[src/rtl/rlel_pkg.sv]
// Shared types and constants of the rate limited event log ring.
`timescale 1ns / 1ps
`default_nettype none
package rlel_pkg;

  // Operation codes carried in the func field
  localparam logic [1:0] FUNC_RECORD = 2'd0;
  localparam logic [1:0] FUNC_READ   = 2'd1;
  localparam logic [1:0] FUNC_CLEAR  = 2'd2;

  // Configuration register indexes
  localparam int unsigned CFG_IDX_W = 1;
  localparam logic [CFG_IDX_W-1:0] CFG_REG_RESET_CAUSE    = 1'b0;
  localparam logic [CFG_IDX_W-1:0] CFG_REG_FLUSH_INTERVAL = 1'b1;
  localparam int unsigned CFG_DATA_W = 16;

  localparam logic [15:0] FLUSH_INTERVAL_RST = 16'd100;

  // floor(t / 1000) for any 32-bit t equals (t * UPTIME_RECIP) >> UPTIME_SHIFT
  localparam logic [28:0] UPTIME_RECIP = 29'd274877907;
  localparam int unsigned UPTIME_SHIFT = 38;

  typedef struct packed {
    logic [1:0]  func;
    logic [31:0] now_ms;
    logic [7:0]  evt_code;
    logic [7:0]  subsystem;
    logic [7:0]  sys_mode;
    logic [7:0]  fault_bits;
    logic [15:0] read_index;
    logic        in_standby;
  } in_item_t;

  typedef struct packed {
    logic        ok;
    logic        flush_request;
    logic [5:0]  count_now;
    logic [31:0] events_total;
    logic [31:0] entry_time_ms;
    logic [7:0]  entry_error;
    logic [7:0]  entry_subsystem;
    logic [7:0]  entry_sysstate;
    logic [7:0]  entry_faults;
    logic [7:0]  entry_cause;
    logic [22:0] entry_uptime_s;
  } out_item_t;

  // One stored log entry
  typedef struct packed {
    logic [31:0] time_ms;
    logic [7:0]  cause;
    logic [7:0]  faults;
    logic [7:0]  sysstate;
    logic [7:0]  subsystem;
    logic [7:0]  error;
  } entry_t;

  // Stage one result, passed from the control stage to the output stage
  typedef struct packed {
    logic        valid;
    logic        ok;
    logic        flush;
    logic        rd_hit;
    logic [5:0]  count_now;
    logic [31:0] total;
  } s1_t;

endpackage
`default_nettype wire

[src/rtl/rlel_store.sv]
// Entry memory of the event log: one write port, one registered read port.
`timescale 1ns / 1ps
`default_nettype none
module rlel_store #(
  parameter int unsigned DEPTH = 32,
  parameter int unsigned AW    = 5
) (
  input  wire                  clk_i,
  input  wire                  we_i,
  input  wire [AW-1:0]         waddr_i,
  input  wire rlel_pkg::entry_t wdata_i,
  input  wire                  re_i,
  input  wire [AW-1:0]         raddr_i,
  output rlel_pkg::entry_t     rdata_o
);
  import rlel_pkg::*;

  entry_t mem_q [DEPTH];
  entry_t rdata_q;

  always_ff @(posedge clk_i) begin
    if (we_i) begin
      mem_q[waddr_i] <= wdata_i;
    end
  end

  // Hold read data until the next read
  always_ff @(posedge clk_i) begin
    if (re_i) begin
      rdata_q <= mem_q[raddr_i];
    end
  end

  assign rdata_o = rdata_q;

endmodule
`default_nettype wire

[src/rtl/rlel_ctrl.sv]
// Control stage: configuration, ring pointers, counters, flush timing.
`timescale 1ns / 1ps
`default_nettype none
module rlel_ctrl #(
  parameter int unsigned LOG_DEPTH = 32,
  parameter int unsigned AW        = 5
) (
  input  wire                                    clk_i,
  input  wire                                    rst_ni,
  input  wire                                    cfg_we_i,
  input  wire [rlel_pkg::CFG_IDX_W-1:0]          cfg_idx_i,
  input  wire [rlel_pkg::CFG_DATA_W-1:0]         cfg_wdata_i,
  input  wire                                    accept_i,
  input  wire                                    take_i,
  input  wire rlel_pkg::in_item_t                item_i,
  output logic                                   mem_we_o,
  output logic [AW-1:0]                          mem_waddr_o,
  output rlel_pkg::entry_t                       mem_wdata_o,
  output logic                                   mem_re_o,
  output logic [AW-1:0]                          mem_raddr_o,
  output rlel_pkg::s1_t                          s1_o
);
  import rlel_pkg::*;

  localparam int unsigned CW = $clog2(LOG_DEPTH + 1);

  logic [7:0]    cause_q;
  logic [15:0]   interval_q;
  logic [AW-1:0] wr_pos_q, wr_pos_d;
  logic [CW-1:0] count_q, count_d;
  logic [31:0]   total_q, total_d;
  logic [31:0]   last_q, last_d;
  logic          flushed_q, flushed_d;
  s1_t           s1_q, s1_d;

  logic          full;
  logic          rd_hit;
  logic [AW:0]   rd_sum;
  logic [AW-1:0] rd_pos;
  logic [31:0]   elapsed;
  logic          due;

  // Configuration writes
  always_ff @(posedge clk_i or negedge rst_ni) begin
    if (!rst_ni) begin
      cause_q    <= '0;
      interval_q <= FLUSH_INTERVAL_RST;
    end else if (cfg_we_i) begin
      unique case (cfg_idx_i)
        CFG_REG_RESET_CAUSE:    cause_q    <= cfg_wdata_i[7:0];
        CFG_REG_FLUSH_INTERVAL: interval_q <= cfg_wdata_i[15:0];
        default: ;
      endcase
    end
  end

  assign full    = (count_q == CW'(LOG_DEPTH));
  assign rd_hit  = (32'(item_i.read_index) < 32'(count_q));
  assign rd_sum  = {1'b0, wr_pos_q} + {1'b0, item_i.read_index[AW-1:0]};
  assign elapsed = item_i.now_ms - last_q;
  assign due     = !flushed_q || (elapsed >= {16'b0, interval_q});

  // Oldest entry sits at the write position once the ring has wrapped
  always_comb begin
    if (!full) begin
      rd_pos = item_i.read_index[AW-1:0];
    end else if (rd_sum >= (AW + 1)'(LOG_DEPTH)) begin
      rd_pos = AW'(rd_sum - (AW + 1)'(LOG_DEPTH));
    end else begin
      rd_pos = rd_sum[AW-1:0];
    end
  end

  always_comb begin
    wr_pos_d  = wr_pos_q;
    count_d   = count_q;
    total_d   = total_q;
    last_d    = last_q;
    flushed_d = flushed_q;
    s1_d      = s1_q;
    if (accept_i) begin
      s1_d.valid  = 1'b1;
      s1_d.ok     = 1'b0;
      s1_d.flush  = 1'b0;
      s1_d.rd_hit = 1'b0;
      case (item_i.func)
        FUNC_RECORD: begin
          wr_pos_d = (wr_pos_q == AW'(LOG_DEPTH - 1)) ? '0 : wr_pos_q + 1'b1;
          if (!full) begin
            count_d = count_q + 1'b1;
          end
          if (total_q != '1) begin
            total_d = total_q + 1'b1;
          end
          if (due) begin
            s1_d.flush = 1'b1;
            last_d     = item_i.now_ms;
            flushed_d  = 1'b1;
          end
          s1_d.ok = 1'b1;
        end
        FUNC_READ: begin
          s1_d.ok     = rd_hit;
          s1_d.rd_hit = rd_hit;
        end
        FUNC_CLEAR: begin
          if (item_i.in_standby) begin
            wr_pos_d   = '0;
            count_d    = '0;
            last_d     = item_i.now_ms;
            flushed_d  = 1'b1;
            s1_d.flush = 1'b1;
            s1_d.ok    = 1'b1;
          end
        end
        default: ;
      endcase
      s1_d.count_now = 6'(count_d);
      s1_d.total     = total_d;
    end else if (take_i) begin
      s1_d.valid = 1'b0;
    end
  end

  always_ff @(posedge clk_i or negedge rst_ni) begin
    if (!rst_ni) begin
      wr_pos_q  <= '0;
      count_q   <= '0;
      total_q   <= '0;
      last_q    <= '0;
      flushed_q <= 1'b0;
      s1_q      <= '0;
    end else begin
      wr_pos_q  <= wr_pos_d;
      count_q   <= count_d;
      total_q   <= total_d;
      last_q    <= last_d;
      flushed_q <= flushed_d;
      s1_q      <= s1_d;
    end
  end

  assign mem_we_o    = accept_i && (item_i.func == FUNC_RECORD);
  assign mem_waddr_o = wr_pos_q;
  assign mem_wdata_o = '{time_ms:   item_i.now_ms,
                         cause:     cause_q,
                         faults:    item_i.fault_bits,
                         sysstate:  item_i.sys_mode,
                         subsystem: item_i.subsystem,
                         error:     item_i.evt_code};
  assign mem_re_o    = accept_i && (item_i.func == FUNC_READ);
  assign mem_raddr_o = rd_pos;
  assign s1_o        = s1_q;

endmodule
`default_nettype wire

[src/rtl/rlel_fmt.sv]
// Output stage: entry masking, uptime in seconds, result register.
`timescale 1ns / 1ps
`default_nettype none
module rlel_fmt (
  input  wire                      clk_i,
  input  wire                      rst_ni,
  input  wire rlel_pkg::s1_t       s1_i,
  input  wire rlel_pkg::entry_t    rdata_i,
  input  wire                      out_stall_i,
  output logic                     take_o,
  output logic                     out_valid_o,
  output rlel_pkg::out_item_t      out_item_o
);
  import rlel_pkg::*;

  logic        out_valid_q;
  out_item_t   out_item_q, out_item_d;
  logic [60:0] prod;
  entry_t      ent;

  assign take_o = s1_i.valid && (!out_valid_q || !out_stall_i);
  assign ent    = s1_i.rd_hit ? rdata_i : '0;
  assign prod   = 61'(ent.time_ms) * 61'(UPTIME_RECIP);

  always_comb begin
    out_item_d.ok              = s1_i.ok;
    out_item_d.flush_request   = s1_i.flush;
    out_item_d.count_now       = s1_i.count_now;
    out_item_d.events_total    = s1_i.total;
    out_item_d.entry_time_ms   = ent.time_ms;
    out_item_d.entry_error     = ent.error;
    out_item_d.entry_subsystem = ent.subsystem;
    out_item_d.entry_sysstate  = ent.sysstate;
    out_item_d.entry_faults    = ent.faults;
    out_item_d.entry_cause     = ent.cause;
    out_item_d.entry_uptime_s  = prod[UPTIME_SHIFT +: 23];
  end

  always_ff @(posedge clk_i or negedge rst_ni) begin
    if (!rst_ni) begin
      out_valid_q <= 1'b0;
    end else if (take_o) begin
      out_valid_q <= 1'b1;
    end else if (!out_stall_i) begin
      out_valid_q <= 1'b0;
    end
  end

  always_ff @(posedge clk_i) begin
    if (take_o) begin
      out_item_q <= out_item_d;
    end
  end

  assign out_valid_o = out_valid_q;
  assign out_item_o  = out_item_q;

endmodule
`default_nettype wire

[src/rtl/rate_limited_event_log_ring.sv]
// Top level of the rate limited event log ring.
`timescale 1ns / 1ps
`default_nettype none
// Fault event log ring with a rate-limited flush request.
// Input channel: in_valid_i / in_stall_o / in_item_i; one transfer is one
//   operation (record, read by age with 0 the oldest, or clear in standby).
// Output channel: out_valid_o / out_stall_i / out_item_o; each input transfer
//   yields exactly one result transfer, in order.
// Configuration: cfg_we_i writes cfg_wdata_i into register cfg_idx_i
//   (0 reset cause, 1 flush interval in ms); write only while idle.
// Pipeline: two register stages, the stage one register and then the result
//   register; a result is valid once it has passed through both.
// Throughput: one item per cycle unless the output stalls; the memory has one
//   write and one read port and every operation touches at most one of them.
// Stalls: the result register holds while out_stall_i is high; the stage
//   behind it still takes one more item, then in_stall_o rises until the
//   output side drains.
// Reset: pointers, count, lifetime total and flush history clear, the
//   reset cause reads 0 and the flush interval 100 ms. Entry memory is not
//   cleared; only entries below the count ever reach the output.
module rate_limited_event_log_ring #(
  parameter int unsigned LOG_DEPTH = 32
) (
  input  wire                              clk_i,
  input  wire                              rst_ni,
  input  wire                              in_valid_i,
  output logic                             in_stall_o,
  input  wire rlel_pkg::in_item_t          in_item_i,
  output logic                             out_valid_o,
  input  wire                              out_stall_i,
  output rlel_pkg::out_item_t              out_item_o,
  input  wire                              cfg_we_i,
  input  wire [rlel_pkg::CFG_IDX_W-1:0]    cfg_idx_i,
  input  wire [rlel_pkg::CFG_DATA_W-1:0]   cfg_wdata_i
);
  import rlel_pkg::*;

  localparam int unsigned AW = $clog2(LOG_DEPTH);

  logic          accept;
  logic          take;
  logic          mem_we;
  logic [AW-1:0] mem_waddr;
  entry_t        mem_wdata;
  logic          mem_re;
  logic [AW-1:0] mem_raddr;
  entry_t        mem_rdata;
  s1_t           s1;

  // Stall only while stage one is full and cannot move on
  assign in_stall_o = s1.valid && !take;
  assign accept     = in_valid_i && !in_stall_o;

  rlel_ctrl #(
    .LOG_DEPTH(LOG_DEPTH),
    .AW       (AW)
  ) u_ctrl (
    .clk_i      (clk_i),
    .rst_ni     (rst_ni),
    .cfg_we_i   (cfg_we_i),
    .cfg_idx_i  (cfg_idx_i),
    .cfg_wdata_i(cfg_wdata_i),
    .accept_i   (accept),
    .take_i     (take),
    .item_i     (in_item_i),
    .mem_we_o   (mem_we),
    .mem_waddr_o(mem_waddr),
    .mem_wdata_o(mem_wdata),
    .mem_re_o   (mem_re),
    .mem_raddr_o(mem_raddr),
    .s1_o       (s1)
  );

  rlel_store #(
    .DEPTH(LOG_DEPTH),
    .AW   (AW)
  ) u_store (
    .clk_i  (clk_i),
    .we_i   (mem_we),
    .waddr_i(mem_waddr),
    .wdata_i(mem_wdata),
    .re_i   (mem_re),
    .raddr_i(mem_raddr),
    .rdata_o(mem_rdata)
  );

  rlel_fmt u_fmt (
    .clk_i      (clk_i),
    .rst_ni     (rst_ni),
    .s1_i       (s1),
    .rdata_i    (mem_rdata),
    .out_stall_i(out_stall_i),
    .take_o     (take),
    .out_valid_o(out_valid_o),
    .out_item_o (out_item_o)
  );

`ifndef SYNTH
  // Input side backs up only when both stages hold an item
  a_stall_full: assert property (@(posedge clk_i) disable iff (!rst_ni)
    in_stall_o |-> (s1.valid && out_valid_o && out_stall_i))
    else $error("input stalled with a free pipeline slot");

  // A failed result carries no entry time, uptime or cause
  a_entry_masked: assert property (@(posedge clk_i) disable iff (!rst_ni)
    (out_valid_o && !out_item_o.ok) |->
      (out_item_o.entry_time_ms == '0 && out_item_o.entry_uptime_s == '0 &&
       out_item_o.entry_cause == '0))
    else $error("entry fields not cleared on a failed operation");

  // A flush is only requested by a successful record or clear
  a_flush_ok: assert property (@(posedge clk_i) disable iff (!rst_ni)
    (out_valid_o && out_item_o.flush_request) |-> out_item_o.ok)
    else $error("flush request on a failed operation");

  // Seconds lie between t/1024 and t/1000
  a_uptime_range: assert property (@(posedge clk_i) disable iff (!rst_ni)
    out_valid_o |->
      (out_item_o.entry_uptime_s >= out_item_o.entry_time_ms[31:10] &&
       32'(out_item_o.entry_uptime_s) * 32'd1000 <= out_item_o.entry_time_ms))
    else $error("uptime seconds inconsistent with entry time");
`endif

endmodule
`default_nettype wire

[config.mk]
export PLATFORM = sky130hd
export DESIGN_NAME = rate_limited_event_log_ring
export DESIGN_NICKNAME = d
export VERILOG_FILES = /design/src/rtl/rlel_pkg.sv /design/src/rtl/rlel_store.sv /design/src/rtl/rlel_ctrl.sv /design/src/rtl/rlel_fmt.sv /design/src/rtl/rate_limited_event_log_ring.sv
export SDC_FILE = /design/constraint.sdc
export NUM_CORES = 2
export LEC_CHECK = 0
export ABC_AREA = 1
export BUFFER_PORTS_ARGS = -buffer_cell sky130_fd_sc_hd__buf_2
export CORE_MARGIN = 2
export CORE_UTILIZATION = 54
export DETAILED_ROUTE_END_ITERATION = 7
export PLACE_DENSITY = 0.7
export REMOVE_ABC_BUFFERS = 1
export SYNTH_ARGS = -nofsm -noshare
export SYNTH_HDL_FRONTEND = slang
export SYNTH_SLANG_ARGS = --single-unit
[constraint.sdc]
create_clock -name clk_i -period 9.3 [get_ports clk_i]
set_input_delay 1.395 -clock clk_i [delete_from_list [all_inputs] [get_ports clk_i]]
set_output_delay 1.395 -clock clk_i [all_outputs]
set_load 0.05 [all_outputs]
==> run summary <==
Rel. slew slack: 0.0480
Area delta synth->final: 10.7%
RR Endpoint: u_fmt.out_item_o[15]$_DFFE_PP_
Pwr/cell area: 201 nW/um2
VDD IR max: 0.000226 V
Critical Path End: u_fmt.out_item_o[15]$_DFFE_PP_
Ys Warns: 0
Post-CTS Resized: 0
Clk_lat worst skew: 0.93 ns
Final #Nets: 11,045
DR iter-0 viols: 10,719
Cts bufs inserted: 284
Drt wl/cell: 25.7 um
CTS Buffer Depth: 4
CTS tree: yes
Hold Vio Cnt, Final: 0
Setup Skew: 0.0813 ns
Total Wirelength: 345,000 um
Pre-CTS worst setup slack: 0.902 ns
Fmax: 115 MHz
Kind of critical path: register to register
Crit. Startpoint: u_ctrl.s1_o[38]$_DFFE_PN0P_
Num Clock Sinks: 2,616
Yosys cell types: 55
Crit. End Element: register
Hold buffers post-CTS: 0
Final period util: 0.935
I/O pin count: 242
Post-synth EDFFs: 2,511
Cell count after synthesis: 10,129
Synthesis-stage register bit count: 2,616
Vias in the first global route: 79,397
WP data required: 9.91 ns
Syn avg cell area: 11.8 um2
Final worst slack: 0.602 ns
CTS clk-pin slew, worst paths: 0.07 ns
FF-to-FF path depth: 23
Ys async rst share: 0.0401
Max cap viols: 0
Total power: 26.7 mW
Reg-to-Reg Start: u_ctrl.s1_o[38]$_DFFE_PN0P_
Post-route DRC: 0
Leakage: 50.8 nW
Post-CTS setup buffer count: 0
Largest net degree at the start of global routing: 255
Starting Density: 0.544
Antenna violations before repair: 30
Detailed-route via count: 81,644
I/O Buffers: 241
Tot GR Track Use: 0.302
First-pass GRT wire length: 505,000 um
Hold_ws: 0.449 ns
Post-synth top flop: edfxtp_1
Die span in x: 475 um
Min Clock Period, post-route: 8.70 ns
Share of layout cells above drive strength 1: 0.0764
CORE AREA: 220,000 um2
Outcome: complete, no violations
Final HPWL from detailed placement: 184,000 um
Crit path DAT: 9.30 ns
Commonest non-fill, non-tap cells in the layout: 2,511 x edfxtp_1, 1,419 x nor2_1, 1,211 x nand2_1
Fin area: 132,000 um2
Crit-path max FO: 53
Via/cell ratio: 6.09
Root Buffer: clkbuf_16
R2r setup slk: 0.60 ns
Worst setup SP type: register
Cell row count: 172
Die area: 225,000 um2
HP Class: register to register
RSZ-0062 raised after global routing: no
Most common cell after layout, fill and taps aside: edfxtp_1
Sequential element share of the synthesized area: 0.652
Least-Margin Pin Slew: 1.43 ns
Total grt overflow: 0
Routed Antenna Nets: 0
Synth Cell Area: 120,000 um2
Final setup vio count: 0
Placer Congestion: 0.962
Die Y: 475 um
Final Max Tran Viols: 0
Area post-placement: 124,000 um2
Pre-antenna DRT Iters: 6
CTS H-tree lvls: 5
-- logic make-up after synthesis --
group,after synthesis,synth area share
and+or+nand+nor,3278,0.110
DFF,2616,0.652
AOI/OAI and AO/OA,2043,0.0931
buffers and inverters,1417,0.0473
adders and majority gates,700,0.0919
xor gates and xnor gates,75,0.00549
-- layout make-up --
class	instances	area, um2
antenna	14	35.0
clock buffer	351	7460
clock inverter	127	1150
fill	17212	87500
inverter	897	3420
multi-input combinational	6096	36300
sequential	2616	78000
tap	2958	3700
timing repair buffer	345	2380
-- per-layer routing --
metal,vias up,track usage,share of wire
met2,4729,0.482,0.47
li1,35813,-,-
met1,40276,0.424,0.39
met3,820,0.0427,0.10
met4,6,0.116,0.040
met5,-,0,0.00011
-- synthesized netlist by cell type, types with 131 or more instances --
cell	instances	share of area
buf_2	161	0.0067
clkbuf_1	299	0.0094
o21ai_1	135	0.0056
nor2_1	1452	0.046
nand3_1	519	0.022
fa_1	298	0.050
inv_1	884	0.028
a21oi_1	131	0.0055
edfxtp_1	2511	0.63
ha_1	402	0.042
nand2_1	1212	0.038
o22ai_1	572	0.030
o21ai_0	1131	0.047
-- through the flow --
step / utilization / std cells / TNS (ns)
detailed placement: 0.563 / 12912 / 0
finish: 0.602 / 13404 / 0
global placement: 0.563 / 12912 / 0
CTS: 0.602 / 13390 / 0
global route: 0.602 / 13397 / 0
floorplan: - / 9609 / -1470.31
-- worst min path at each step --
stage | from | cells past startpoint | to | slack, ns
floorplan | u_ctrl.flushed_q$_DFFE_PN0P_ | 2 | u_ctrl.flushed_q$_DFFE_PN0P_ | 0.42
global placement | u_ctrl.s1_o[39]$_DFFE_PN0P_ | 0 | u_fmt.out_item_o[133]$_DFFE_PP_ | 0.44
detailed placement | u_ctrl.s1_o[39]$_DFFE_PN0P_ | 0 | u_fmt.out_item_o[133]$_DFFE_PP_ | 0.43
CTS | u_ctrl.s1_o[40]$_DFFE_PN0P_ | 0 | u_fmt.out_item_o[134]$_DFFE_PP_ | 0.45
global route | u_ctrl.s1_o[40]$_DFFE_PN0P_ | 0 | u_fmt.out_item_o[134]$_DFFE_PP_ | 0.45
finish | u_ctrl.s1_o[40]$_DFFE_PN0P_ | 0 | u_fmt.out_item_o[134]$_DFFE_PP_ | 0.45
-- registers in the layout (all words and copies together) (netlist names) --
| name | flops |
|---|---|
| u_ctrl.last_q | 32 |
| u_store.rdata_o | 72 |
| u_ctrl.s1_o | 36 |
| u_ctrl.interval_q | 16 |
| u_fmt.out_valid_o | 1 |
| u_ctrl.flushed_q | 1 |
| u_ctrl.count_q | 6 |
| u_ctrl.mem_waddr_o | 5 |
| u_ctrl.cause_q | 8 |
| u_store.mem_q | 2304 |
| u_fmt.out_item_o | 135 |
-- power by group --
group	leakage (nW)	switching [mW]	total (mW)	internal [mW]
clock network	4.20	4.47	10.7	6.23
registers	24.0	0.149	13.4	13.2
logic	22.6	1.93	2.60	0.668
total	50.8	6.55	26.7	20.1
-- worst max-delay path: stages (launching register included) --
cell      delay (ns)
dfrtp_4         1.04
nand2_1         0.74
inv_1           0.63
ha_1            0.37
inv_1           0.11
fa_1            0.46
ha_1            0.30
inv_1           0.05
fa_1            0.51
inv_1           0.06
fa_1            0.45
fa_1            0.53
fa_1            0.42
ha_1            0.28
ha_1            0.35
a21oi_1         0.15
inv_1           0.06
a31oi_1         0.38
o21ai_0         0.37
nand2_1         0.12
o21ai_0         0.22
a311oi_1        0.28
nand2_1         0.10
xor2_1          0.14
(Power assumes the default switching activity.)
